==> src/rtl/rc2bd_pkg.sv <==
// Shared types, constants and helpers for the RC2 block decrypt engine.
// Used by every module under rtl/ except rc2bd_ram. No dependencies.
`default_nettype none

package rc2bd_pkg;

    localparam int WORD_W    = 16;
    localparam int KEY_DEPTH = 64;
    localparam int KEY_AW    = 6;
    localparam int ROUND_W   = 4;
    localparam int ROUNDS    = 16;

    localparam logic [ROUND_W-1:0] ROUND_FIRST  = ROUND_W'(ROUNDS - 1);
    localparam logic [ROUND_W-1:0] ROUND_LAST   = '0;
    localparam logic [ROUND_W-1:0] MASH_ROUND_A = ROUND_W'(10);
    localparam logic [ROUND_W-1:0] MASH_ROUND_B = ROUND_W'(4);

    localparam logic [1:0] WORD_R0 = 2'd0;
    localparam logic [1:0] WORD_R1 = 2'd1;
    localparam logic [1:0] WORD_R2 = 2'd2;
    localparam logic [1:0] WORD_R3 = 2'd3;

    // input beat opcodes
    localparam logic CMD_LOAD    = 1'b0;
    localparam logic CMD_DECRYPT = 1'b1;

    typedef logic [WORD_W-1:0] word_t;

    typedef struct packed {
        logic              cmd;
        logic [KEY_AW-1:0] key_index;
        word_t             key_word;
        word_t             cipher_w0;
        word_t             cipher_w1;
        word_t             cipher_w2;
        word_t             cipher_w3;
        logic              final_block;
    } in_beat_t;

    typedef struct packed {
        word_t plain_w0;
        word_t plain_w1;
        word_t plain_w2;
        word_t plain_w3;
        logic  final_out;
    } out_beat_t;

    // controller -> datapath
    typedef struct packed {
        logic               key_wr;    // load beat: write key table
        logic               blk_load;  // decrypt beat: capture block
        logic               step;      // execute current sub-step
        logic               mash;      // current sub-step is a mash
        logic [1:0]         word;      // word updated by current sub-step
        logic               last;      // final sub-step of the block
        logic               rd_en;     // fetch key word for next sub-step
        logic               rd_mash;   // next sub-step is a mash
        logic [1:0]         rd_word;
        logic [ROUND_W-1:0] rd_round;
    } ctl_t;

    // inverse-round rotate right: R3 by 5, R2 by 3, R1 by 2, R0 by 1
    function automatic word_t rotr_word(input word_t v, input logic [1:0] w);
        word_t r;
        case (w)
            WORD_R3: r = {v[4:0], v[15:5]};
            WORD_R2: r = {v[2:0], v[15:3]};
            WORD_R1: r = {v[1:0], v[15:2]};
            default: r = {v[0], v[15:1]};
        endcase
        return r;
    endfunction

endpackage

`default_nettype wire

==> src/rtl/rc2bd_ram.sv <==
// Generic single-write, single-read RAM with registered, enabled read.
// No dependencies.
`default_nettype none

module rc2bd_ram #(
    parameter int DATA_W = 16,
    parameter int DEPTH  = 64
) (
    input  wire logic                     clk,
    input  wire logic                     wr_en,
    input  wire logic [$clog2(DEPTH)-1:0] wr_addr,
    input  wire logic [DATA_W-1:0]        wr_data,
    input  wire logic                     rd_en,
    input  wire logic [$clog2(DEPTH)-1:0] rd_addr,
    output logic      [DATA_W-1:0]        rd_data
);

    logic [DATA_W-1:0] mem_reg [DEPTH];
    logic [DATA_W-1:0] rd_data_reg;

    always_ff @(posedge clk)
    begin
        if (wr_en)
        begin
            mem_reg[wr_addr] <= wr_data;
        end
        if (rd_en)
        begin
            rd_data_reg <= mem_reg[rd_addr];
        end
    end

    assign rd_data = rd_data_reg;

endmodule

`default_nettype wire

==> src/rtl/rc2bd_ctrl.sv <==
// Sequencer for RC2 decryption: walks 16 rounds of 4 sub-steps plus the
// two mash passes, and owns the handshakes. Depends on rc2bd_pkg.
`default_nettype none

module rc2bd_ctrl (
    input  wire logic          clk,
    input  wire logic          rst_n,
    input  wire logic          in_valid,
    input  wire logic          in_cmd,
    output logic               in_ready,
    output logic               out_valid,
    input  wire logic          out_ready,
    output rc2bd_pkg::ctl_t    ctl
);

    typedef enum logic [0:0] {ST_IDLE, ST_RUN} state_t;

    state_t                             state_reg, state_next;
    logic [rc2bd_pkg::ROUND_W-1:0]      round_reg, round_next;
    logic [1:0]                         word_reg, word_next;
    logic                               mash_reg, mash_next;
    logic                               out_valid_reg, out_valid_next;

    logic [rc2bd_pkg::ROUND_W-1:0]      step_round;
    logic [1:0]                         step_word;
    logic                               step_mash;
    logic                               accept;
    logic                               last_step;
    logic                               advance;

    assign in_ready  = (state_reg == ST_IDLE);
    assign accept    = in_valid && in_ready;
    assign last_step = (state_reg == ST_RUN) && (round_reg == rc2bd_pkg::ROUND_LAST)
                       && (word_reg == rc2bd_pkg::WORD_R0) && !mash_reg;
    // a finished block waits in its last sub-step while the result slot is full
    assign advance   = (state_reg == ST_RUN) && !(last_step && out_valid_reg && !out_ready);

    // sub-step that follows the current one
    always_comb
    begin
        step_round = round_reg;
        step_word  = word_reg - 2'd1;
        step_mash  = mash_reg;
        if (word_reg == rc2bd_pkg::WORD_R0)
        begin
            step_word = rc2bd_pkg::WORD_R3;
            if (mash_reg)
            begin
                step_mash = 1'b0;
            end
            else
            begin
                step_round = round_reg - rc2bd_pkg::ROUND_W'(1);
                step_mash  = (step_round == rc2bd_pkg::MASH_ROUND_A)
                             || (step_round == rc2bd_pkg::MASH_ROUND_B);
            end
        end
    end

    always_comb
    begin
        state_next     = state_reg;
        round_next     = round_reg;
        word_next      = word_reg;
        mash_next      = mash_reg;
        out_valid_next = out_valid_reg;

        if (out_valid_reg && out_ready)
        begin
            out_valid_next = 1'b0;
        end

        case (state_reg)
            ST_IDLE:
            begin
                if (accept && (in_cmd == rc2bd_pkg::CMD_DECRYPT))
                begin
                    state_next = ST_RUN;
                    round_next = rc2bd_pkg::ROUND_FIRST;
                    word_next  = rc2bd_pkg::WORD_R3;
                    mash_next  = 1'b0;
                end
            end
            ST_RUN:
            begin
                if (advance)
                begin
                    if (last_step)
                    begin
                        state_next     = ST_IDLE;
                        out_valid_next = 1'b1;
                    end
                    else
                    begin
                        round_next = step_round;
                        word_next  = step_word;
                        mash_next  = step_mash;
                    end
                end
            end
            default:
            begin
                state_next = ST_IDLE;
            end
        endcase
    end

    always_ff @(posedge clk or negedge rst_n)
    begin
        if (!rst_n)
        begin
            state_reg     <= ST_IDLE;
            round_reg     <= '0;
            word_reg      <= '0;
            mash_reg      <= 1'b0;
            out_valid_reg <= 1'b0;
        end
        else
        begin
            state_reg     <= state_next;
            round_reg     <= round_next;
            word_reg      <= word_next;
            mash_reg      <= mash_next;
            out_valid_reg <= out_valid_next;
        end
    end

    assign out_valid = out_valid_reg;

    always_comb
    begin
        ctl.key_wr   = accept && (in_cmd == rc2bd_pkg::CMD_LOAD);
        ctl.blk_load = accept && (in_cmd == rc2bd_pkg::CMD_DECRYPT);
        ctl.step     = advance;
        ctl.mash     = mash_reg;
        ctl.word     = word_reg;
        ctl.last     = last_step;
        if (state_reg == ST_IDLE)
        begin
            // first sub-step is round 15, word R3
            ctl.rd_en    = ctl.blk_load;
            ctl.rd_mash  = 1'b0;
            ctl.rd_word  = rc2bd_pkg::WORD_R3;
            ctl.rd_round = rc2bd_pkg::ROUND_FIRST;
        end
        else
        begin
            ctl.rd_en    = advance && !last_step;
            ctl.rd_mash  = step_mash;
            ctl.rd_word  = step_word;
            ctl.rd_round = step_round;
        end
    end

endmodule

`default_nettype wire

==> src/rtl/rc2bd_datapath.sv <==
// Datapath for RC2 decryption: four working words, one sub-step unit,
// key table RAM and result register. Depends on rc2bd_pkg and rc2bd_ram.
`default_nettype none

module rc2bd_datapath (
    input  wire logic                clk,
    input  wire rc2bd_pkg::ctl_t     ctl,
    input  wire rc2bd_pkg::in_beat_t in_beat,
    output rc2bd_pkg::out_beat_t     out_beat
);

    rc2bd_pkg::word_t r0_reg, r1_reg, r2_reg, r3_reg;
    logic             final_reg;
    rc2bd_pkg::out_beat_t out_reg;

    rc2bd_pkg::word_t key;
    logic [rc2bd_pkg::KEY_AW-1:0] rd_addr;

    // roles of the words around the one being updated
    rc2bd_pkg::word_t cur, nb1, prv1, prv2;
    rc2bd_pkg::word_t mix_f;
    rc2bd_pkg::word_t new_word;
    rc2bd_pkg::word_t mash_src;

    rc2bd_ram #(
        .DATA_W (rc2bd_pkg::WORD_W),
        .DEPTH  (rc2bd_pkg::KEY_DEPTH)
    ) u_key_ram (
        .clk     (clk),
        .wr_en   (ctl.key_wr),
        .wr_addr (in_beat.key_index),
        .wr_data (in_beat.key_word),
        .rd_en   (ctl.rd_en),
        .rd_addr (rd_addr),
        .rd_data (key)
    );

    // mash of word w reads the key at the low six bits of word w-1;
    // that word is already final when the address is issued
    always_comb
    begin
        case (ctl.rd_word)
            rc2bd_pkg::WORD_R3: mash_src = r2_reg;
            rc2bd_pkg::WORD_R2: mash_src = r1_reg;
            rc2bd_pkg::WORD_R1: mash_src = r0_reg;
            default:            mash_src = r3_reg;
        endcase
        if (ctl.rd_mash)
        begin
            rd_addr = mash_src[rc2bd_pkg::KEY_AW-1:0];
        end
        else
        begin
            rd_addr = {ctl.rd_round, ctl.rd_word};
        end
    end

    always_comb
    begin
        case (ctl.word)
            rc2bd_pkg::WORD_R3:
            begin
                cur = r3_reg; nb1 = r0_reg; prv1 = r2_reg; prv2 = r1_reg;
            end
            rc2bd_pkg::WORD_R2:
            begin
                cur = r2_reg; nb1 = r3_reg; prv1 = r1_reg; prv2 = r0_reg;
            end
            rc2bd_pkg::WORD_R1:
            begin
                cur = r1_reg; nb1 = r2_reg; prv1 = r0_reg; prv2 = r3_reg;
            end
            default:
            begin
                cur = r0_reg; nb1 = r1_reg; prv1 = r3_reg; prv2 = r2_reg;
            end
        endcase

        mix_f = (nb1 & ~prv1) + (prv2 & prv1) + key;
        if (ctl.mash)
        begin
            new_word = cur - key;
        end
        else
        begin
            new_word = rc2bd_pkg::rotr_word(cur, ctl.word) - mix_f;
        end
    end

    always_ff @(posedge clk)
    begin
        if (ctl.blk_load)
        begin
            r0_reg    <= in_beat.cipher_w0;
            r1_reg    <= in_beat.cipher_w1;
            r2_reg    <= in_beat.cipher_w2;
            r3_reg    <= in_beat.cipher_w3;
            final_reg <= in_beat.final_block;
        end
        else if (ctl.step && ctl.last)
        begin
            out_reg.plain_w0  <= new_word;
            out_reg.plain_w1  <= r1_reg;
            out_reg.plain_w2  <= r2_reg;
            out_reg.plain_w3  <= r3_reg;
            out_reg.final_out <= final_reg;
        end
        else if (ctl.step)
        begin
            case (ctl.word)
                rc2bd_pkg::WORD_R3: r3_reg <= new_word;
                rc2bd_pkg::WORD_R2: r2_reg <= new_word;
                rc2bd_pkg::WORD_R1: r1_reg <= new_word;
                default:            r0_reg <= new_word;
            endcase
        end
    end

    assign out_beat = out_reg;

endmodule

`default_nettype wire

==> src/rtl/rc2_block_decrypt.sv <==
// RC2 64-bit block decryption engine (ECB), top level.
// Depends on rc2bd_pkg, rc2bd_ctrl, rc2bd_datapath (with rc2bd_ram).
//
//  channel   signals                        content of one beat
//  -------   ----------------------------   -----------------------------------------
//  input     in_valid / in_ready / in_beat  key table write or one ciphertext block
//  output    out_valid / out_ready / out_beat  four plaintext words and final mark
//
// A decrypt beat runs one key prefetch, then 72 sub-steps (64 mixing, 8 mash),
// one key word read per cycle from the single read port of the key table.
// Input is accepted only between blocks; a result waiting in the output
// register does not block the next block, which holds in its last sub-step
// only if the previous result is still untaken. Reset clears control state;
// the key table is undefined until loaded.
`default_nettype none

module rc2_block_decrypt (
    input  wire logic                 clk,
    input  wire logic                 rst_n,
    input  wire logic                 in_valid,
    output logic                      in_ready,
    input  wire rc2bd_pkg::in_beat_t  in_beat,
    output logic                      out_valid,
    input  wire logic                 out_ready,
    output rc2bd_pkg::out_beat_t      out_beat
);

    rc2bd_pkg::ctl_t ctl;

    rc2bd_ctrl u_ctrl (
        .clk       (clk),
        .rst_n     (rst_n),
        .in_valid  (in_valid),
        .in_cmd    (in_beat.cmd),
        .in_ready  (in_ready),
        .out_valid (out_valid),
        .out_ready (out_ready),
        .ctl       (ctl)
    );

    rc2bd_datapath u_datapath (
        .clk      (clk),
        .ctl      (ctl),
        .in_beat  (in_beat),
        .out_beat (out_beat)
    );

endmodule

`default_nettype wire

==> config.mk <==
export PLATFORM = sky130hd
export DESIGN_NAME = rc2_block_decrypt
export DESIGN_NICKNAME = d
export VERILOG_FILES = /design/src/rtl/rc2bd_pkg.sv /design/src/rtl/rc2bd_ram.sv /design/src/rtl/rc2bd_ctrl.sv /design/src/rtl/rc2bd_datapath.sv /design/src/rtl/rc2_block_decrypt.sv
export SDC_FILE = /design/constraint.sdc
export NUM_CORES = 2
export LEC_CHECK = 0
export BUFFER_PORTS_ARGS = -buffer_cell sky130_fd_sc_hd__buf_2
export CORE_MARGIN = 2
export CORE_UTILIZATION = 25
export CTS_CLUSTER_SIZE = 20
export DETAILED_ROUTE_END_ITERATION = 16
export GPL_TIMING_DRIVEN = 0
export PLACE_DENSITY = 0.35
export SYNTH_ARGS = -nofsm -noshare
export SYNTH_HDL_FRONTEND = slang
export SYNTH_HIERARCHICAL = 1
export SYNTH_SLANG_ARGS = --single-unit
==> constraint.sdc <==
create_clock -name clk -period 5.25 [get_ports clk]
set_input_delay 0.525 -clock clk [delete_from_list [all_inputs] [get_ports clk]]
set_output_delay 0.525 -clock clk [all_outputs]
set_load 0.05 [all_outputs]
==> After elaboration in Yosys (flattened, before gate mapping) <==
Memory sizes are Yosys's and may differ from the RTL's. A register that Yosys moved wholly into a read port is not among the register bits.
Cells that the tools add are included.
{ "op_classes": {"n_addsub": 6, "n_eq_ne": 13, "n_mux": 53, "bitwise_logic": 6, "n_reduce_logical": 30} }
{ "op_table": {"columns": ["operator", "n"], "rows": [
  ["16-bit 2-to-1 mux", 18],
  ["16-bit one-hot mux with 3 select lines", 5],
  ["16-bit adder", 2],
  ["16-bit AND", 2],
  ["16-bit subtractor", 2],
  ["4-bit 2-to-1 mux", 5],
  ["6-bit one-hot mux with 3 select lines", 1],
  ["16-bit NOT", 1],
  ["3-bit AND reduction", 5],
  ["1-bit 2-to-1 mux", 14],
  ["1-bit logical AND", 12],
  ["2-bit equality test, second input constant", 4],
  ["2-bit 2-to-1 mux", 4],
  ["8-bit 2-to-1 mux", 1],
  ["2-bit inequality test, second input constant", 4],
  ["4-bit one-hot mux with 2 select lines", 1],
  ["2-bit nonzero test", 4],
  ["6-bit 2-to-1 mux", 1],
  ["2-bit by 1-bit equality test with 1-bit output, second input constant", 2],
  ["4-bit by 3-bit equality test with 1-bit output, second input constant", 1],
  ["4-bit equality test, second input constant", 1],
  ["1-bit logical NOT", 4],
  ["4-bit logical NOT", 1],
  ["1-bit one-hot mux with 2 select lines", 2],
  ["9 further kinds", 11]
]} }
{ "word_totals": {"register_bits": 139, "mem_bits_rw": 1024, "input_bits": 92, "output_inout_bits": 67, "mem_count": 1} }
{ "memory_table": {"columns": ["name", "words", "width", "rd", "rd_clocked_by_memory_dff", "wr", "line_no", "source"], "rows": [
  ["u_datapath.u_key_ram.mem_reg", 64, 16, 1, 1, 1, "rc2bd_ram.sv:18", "logic [DATA_W-1:0] mem_reg [DEPTH];"]
]} }

==> Logic depth before layout (Yosys ltp) <==
{ "depth": {"depth_word": 13, "mapped_depth": 20} }

==> By module <==
Netlist, hierarchy kept.
{ "by_module_without_submodules": {"columns": ["module", "instances", "cells_each", "area_each_um2", "seq_area_each_um2"], "rows": [
  ["rc2bd_ram", 1, 1829, 40202.3, 31230.0],
  ["rc2bd_datapath", 1, 878, 9310.2, 3903.7],
  ["rc2bd_ctrl", 1, 80, 713.2, 225.2]
]} }

==> Worst setup path before layout <==
Ideal clock, no wire load.
{ "synth_path": {"path_kind": "register -> register", "start": "reg u_ctrl.word_reg[0]", "end": "reg u_datapath.r0_reg[14] (data pin)", "arrival_time_ns": 4.356, "required_ns": 4.983, "path_slack_ns": 0.627, "path_stages_with_launch": 19, "synth_period_minus_slack_ns": 4.623, "cell_sequence": "dfrtp_1 -> buf_2 -> buf_2 -> clkbuf_1 -> nand2_1 -> o21ai_0 -> nand2_1 -> o22ai_1 -> ha_1 -> fa_1 -> fa_1 -> fa_1 -> nor2b_2 -> o31ai_4 -> a211oi_4 -> a311oi_1 -> o21a_1 -> o31ai_2 -> nand2_1"} }
{ "synth_between": {"elab_chain_cells": 12} }
{ "synth_lines": {"columns": ["item", "line_no", "source"], "rows": [
  ["start, declared", "rc2bd_ctrl.sv:20", "logic [1:0] word_reg, word_next;"],
  ["start signal, assigned", "rc2bd_ctrl.sv:122", "word_reg <= word_next;"],
  ["2-bit by 1-bit equality test with 1-bit output or 2-bit equality test (tied branches)", "rc2bd_pkg.sv:65, rc2bd_datapath.sv:60", null],
  ["16-bit one-hot mux with 3 select lines", "rc2bd_datapath.sv:60", "case (ctl.word)"],
  ["16-bit NOT", "rc2bd_datapath.sv:79", "mix_f = (nb1 & ~prv1) + (prv2 & prv1) + key;"],
  ["16-bit AND", "rc2bd_datapath.sv:79", null],
  ["16-bit adder (2 in series)", "rc2bd_datapath.sv:79", null],
  ["16-bit subtractor", "rc2bd_datapath.sv:86", "new_word = rc2bd_pkg::rotr_word(cur, ctl.word) - mix_f;"],
  ["16-bit 2-to-1 mux (*)", "rc2bd_datapath.sv:80", "if (ctl.mash)"],
  ["16-bit 2-to-1 mux (*)", "rc2bd_datapath.sv:110", "case (ctl.word)"],
  ["16-bit 2-to-1 mux (*)", "rc2bd_datapath.sv:108", "else if (ctl.step)"],
  ["16-bit 2-to-1 mux (*)", "rc2bd_datapath.sv:100", "else if (ctl.step && ctl.last)"],
  ["16-bit 2-to-1 mux (*)", "rc2bd_datapath.sv:92", "if (ctl.blk_load)"],
  ["end signal, assigned", "rc2bd_datapath.sv:94", "r0_reg <= in_beat.cipher_w0;"],
  ["end signal, assigned", "rc2bd_datapath.sv:114", "default: r0_reg <= new_word;"],
  ["end, declared", "rc2bd_datapath.sv:12", "rc2bd_pkg::word_t r0_reg, r1_reg, r2_reg, r3_reg;"]
]} }
Every way passes the cells marked *; elsewhere a longest branch is shown, timed or not. The select of a mux whose other input is x is not followed.
A chain may end at the register's enable or synchronous reset.

==> impl_results.md <==
- Cell taking the most area after synthesis: edfxtp_1
- # rows: ~160
- Syn Inst Count: between 2000 and 3000
- Critical Path AT: 5.64 ns
- # nets final: between 3000 and 4000
- Fin. max-slew vios: 0
- Slowest cell on the critical path: buf_1
- Synth Warn #: 6
- R2r endpoint: u_datapath/u_key_ram/rd_data[15]
- Final HPWL DP: roughly 120000 um
- Status: finished clean
- Synthesized area: 50230 sq um
- Crit path buffers/inverters: 4
- Req. time, crit path: approximately 5.7 ns
- Placed insts: between 5000 and 6000
- Hold Crit Class: in2reg
- Slew HR: 0.07561
- Clock Latency Late Sink: 0.80 ns
- Final setup margin: around 0.055 ns
- Dpl ws: -1.463 ns
- Most common flop cell mapped by yosys: edfxtp_1
- Final WL: roughly 170000 um
- Layout Cells excl Fill: between 5000 and 6000
- Largest stage delay, worst path: 0.65 ns
- CP Max Fanout: 10
- Syn nets: between 2000 and 3000
- Clk sinks: approximately 1200
- Area growth from synthesis to layout: 20.85%
- Endpoints failing hold: 0
- Synth cell count leaders: 1170 x edfxtp_1, 255 x mux4_2, 149 x inv_1, 149 x nand2_1, 112 x a21oi_1
- Max-Cap Viols: 0
- Async S/R FF share, synth: 0.007634
- Inserted Clock Buffers: around 140
- Initial Utilization: 0.2516
- CTS tree: done
- Clock slew at reported path FFs: about 0.06 ns
- Worst setup SP type: flip-flop
- Fin crit share: 0.9895
- Detail-routed via count per cell: 4.748
- Largest net degree at the start of global routing: 66
- WS Path Type: reg2reg
- Vias in the first global route: 29500
- Top delay family on crit path: compound AO/OA/AOI/OAI gates
- FMAX: a little under 0.2 GHz
- Sequential-to-total area share from yosys stat: 0.7040
- Worst-Margin Slew: roughly 1.4 ns
- Reg2Reg Depth: 15
- RSZ-0062 raised after global routing: true
- DR vias: roughly 28000
- Die width: about 450 um
- Max reg flops: between 1000 and 1500
- Netlist cell types: 90
- Clk buf depth: 3
- H-tree depth: 4
- Endpoint, Worst Hold: u_datapath/r2_reg[15]
- PortBufs: approximately 150
- Worst r2r src: u_ctrl/round_reg[0]
- Hold Crit Depth: 3
- Cell breakdown of the critical path: inv_1 > ha_1 > nand3b_1 > or3_1 > a31o_2 > a21oi_1 > buf_4 > mux2_2 > buf_2 > buf_1 > mux4_2 > mux2i_2 > a22oi_1 > a31oi_1 > a311oi_1
- Gr usage total: 0.1659
- Global route total overflow: 0
- RD Place Congestion: 0.8433
- Fraction of layout cells with a size suffix above 1: 0.2872
- CTS root buf: clkbuf_16
- Final Critical Period: 5.195 ns
- Post-synth EDFFs: ~1200
- ANT nets after route: 0
- Synth top area share: 0.6995
- R2r setup slk: roughly 0.055 ns
- First-pass GRT wire length: 236800 um
- Wire length per cell: 28.96 um
- Antenna violations before repair: 9
- Final-report setup violation count: 0
- DRC: 0
- Hold Path Origin: in_beat[32]
- Initial DRC Count: 2435
- Die height: approximately 450 um
- Placeable core region: around 200000 sq um
- Most area-consuming cells after synthesis: edfxtp_1 70%, mux4_2 11%, mux2i_1 2.1%
- Fin util: 0.3040
- Drt first pass iters: 6
- IO Pins: 159
- Count leader, synth: edfxtp_1
- Crit end category: flip-flop
- Avg Cell Area, Syn: 18.02 sq um
- Die ar.: 204500 sq um
- Yosys reg bits: between 1000 and 1500
- Hold_ws: a little under 0.08 ns
- Filler cells: 19490
- Worst Skew: ~0.053 ns
[cell families after synthesis]
group	synth area share
xor+xnor	0.004858
compound gates	0.05491
mux	0.1452
fa+ha+maj	0.02132
buf+inv	0.03014
flops	0.7040
simple gates	0.03953
[worst max-delay path by stage]
stage                         from                          endpoint  slack, ns  depth (start not counted)
2_1_floorplan   u_ctrl/word_reg[0]             u_datapath/r0_reg[14]       0.63                         18
3_3_place_gp   u_ctrl/round_reg[0]   u_datapath/u_key_ram/rd_data[9]      -1.41                         18
3_5_place_dp   u_ctrl/round_reg[0]   u_datapath/u_key_ram/rd_data[6]      -1.46                         19
4_1_cts         u_ctrl/word_reg[1]              u_datapath/r3_reg[8]      0.003                         15
5_1_grt        u_ctrl/round_reg[0]  u_datapath/u_key_ram/rd_data[15]      -0.11                         15
6_report       u_ctrl/round_reg[0]  u_datapath/u_key_ram/rd_data[15]       0.05                         15
[per-layer routing]
layer	track usage	share of wire	vias up
met4	0.05545	0.031	0
met1	0.2039	0.41	15130
met5	0	0	-
met2	0.2952	0.52	870
met3	0.02599	0.044	227
li1	-	-	11990
[worst min-delay path, cell delays in order]
cell	delay, ns
buf_2	0.08
nand2_1	0.05
nand3_1	0.07
[timing repair]
item,in CTS,in global routing
hold endpoints to repair,21,0
endpoints found under the setup margin,88,63
hold buffers,13,0
pin swaps,2,2
gates resized for setup,61,40
setup buffers,2,4
[cell usage in the layout, fill, tap and decap left out, types with 32 or more instances in the layout]
master,instances
nand2_1,149
mux2_2,32
o21ai_0,36
mux4_2,255
buf_8,46
inv_1,149
nor2_1,37
ha_1,36
clkbuf_1,71
nor2_2,67
clkbuf_16,140
nor2b_1,37
nand3_1,38
mux2i_1,93
buf_6,32
edfxtp_1,1170
buf_2,166
a22oi_1,40
buf_4,46
a21oi_1,107
[area by class of cell]
cell class / instances / area (sq um) / share of cell area
Antenna cell: 9 / 22.52 / 0.0003710
Buffer: 149 / 1040 / 0.01713
Clock buffer: 175 / 3635 / 0.05988
Clock inverter: 75 / 742.0 / 0.01222
Inverter: 151 / 566.8 / 0.009338
Multi-Input combinational cell: 1305 / 13750 / 0.2266
Sequential cell: 1179 / 35360 / 0.5825
Tap cell: 2656 / 3323 / 0.05475
Timing Repair Buffer: 243 / 2258 / 0.03721
[per-stage QoR]
| step | area, sq um | TNS (ns) |
|---|---|---|
| 5_1_grt | 60680 | -0.1352 |
| 3_5_place_dp | 55790 | -54.75 |
| 4_1_cts | 60490 | 0 |
| 3_3_place_gp | 54310 | -268.58 |
| 6_report | 60700 | 0 |
| 2_1_floorplan | 50230 | 0 |
Power is left out: the tool's default activity adds up to more than one toggle a clock period on the data nets, which glitch-free logic cannot reach.
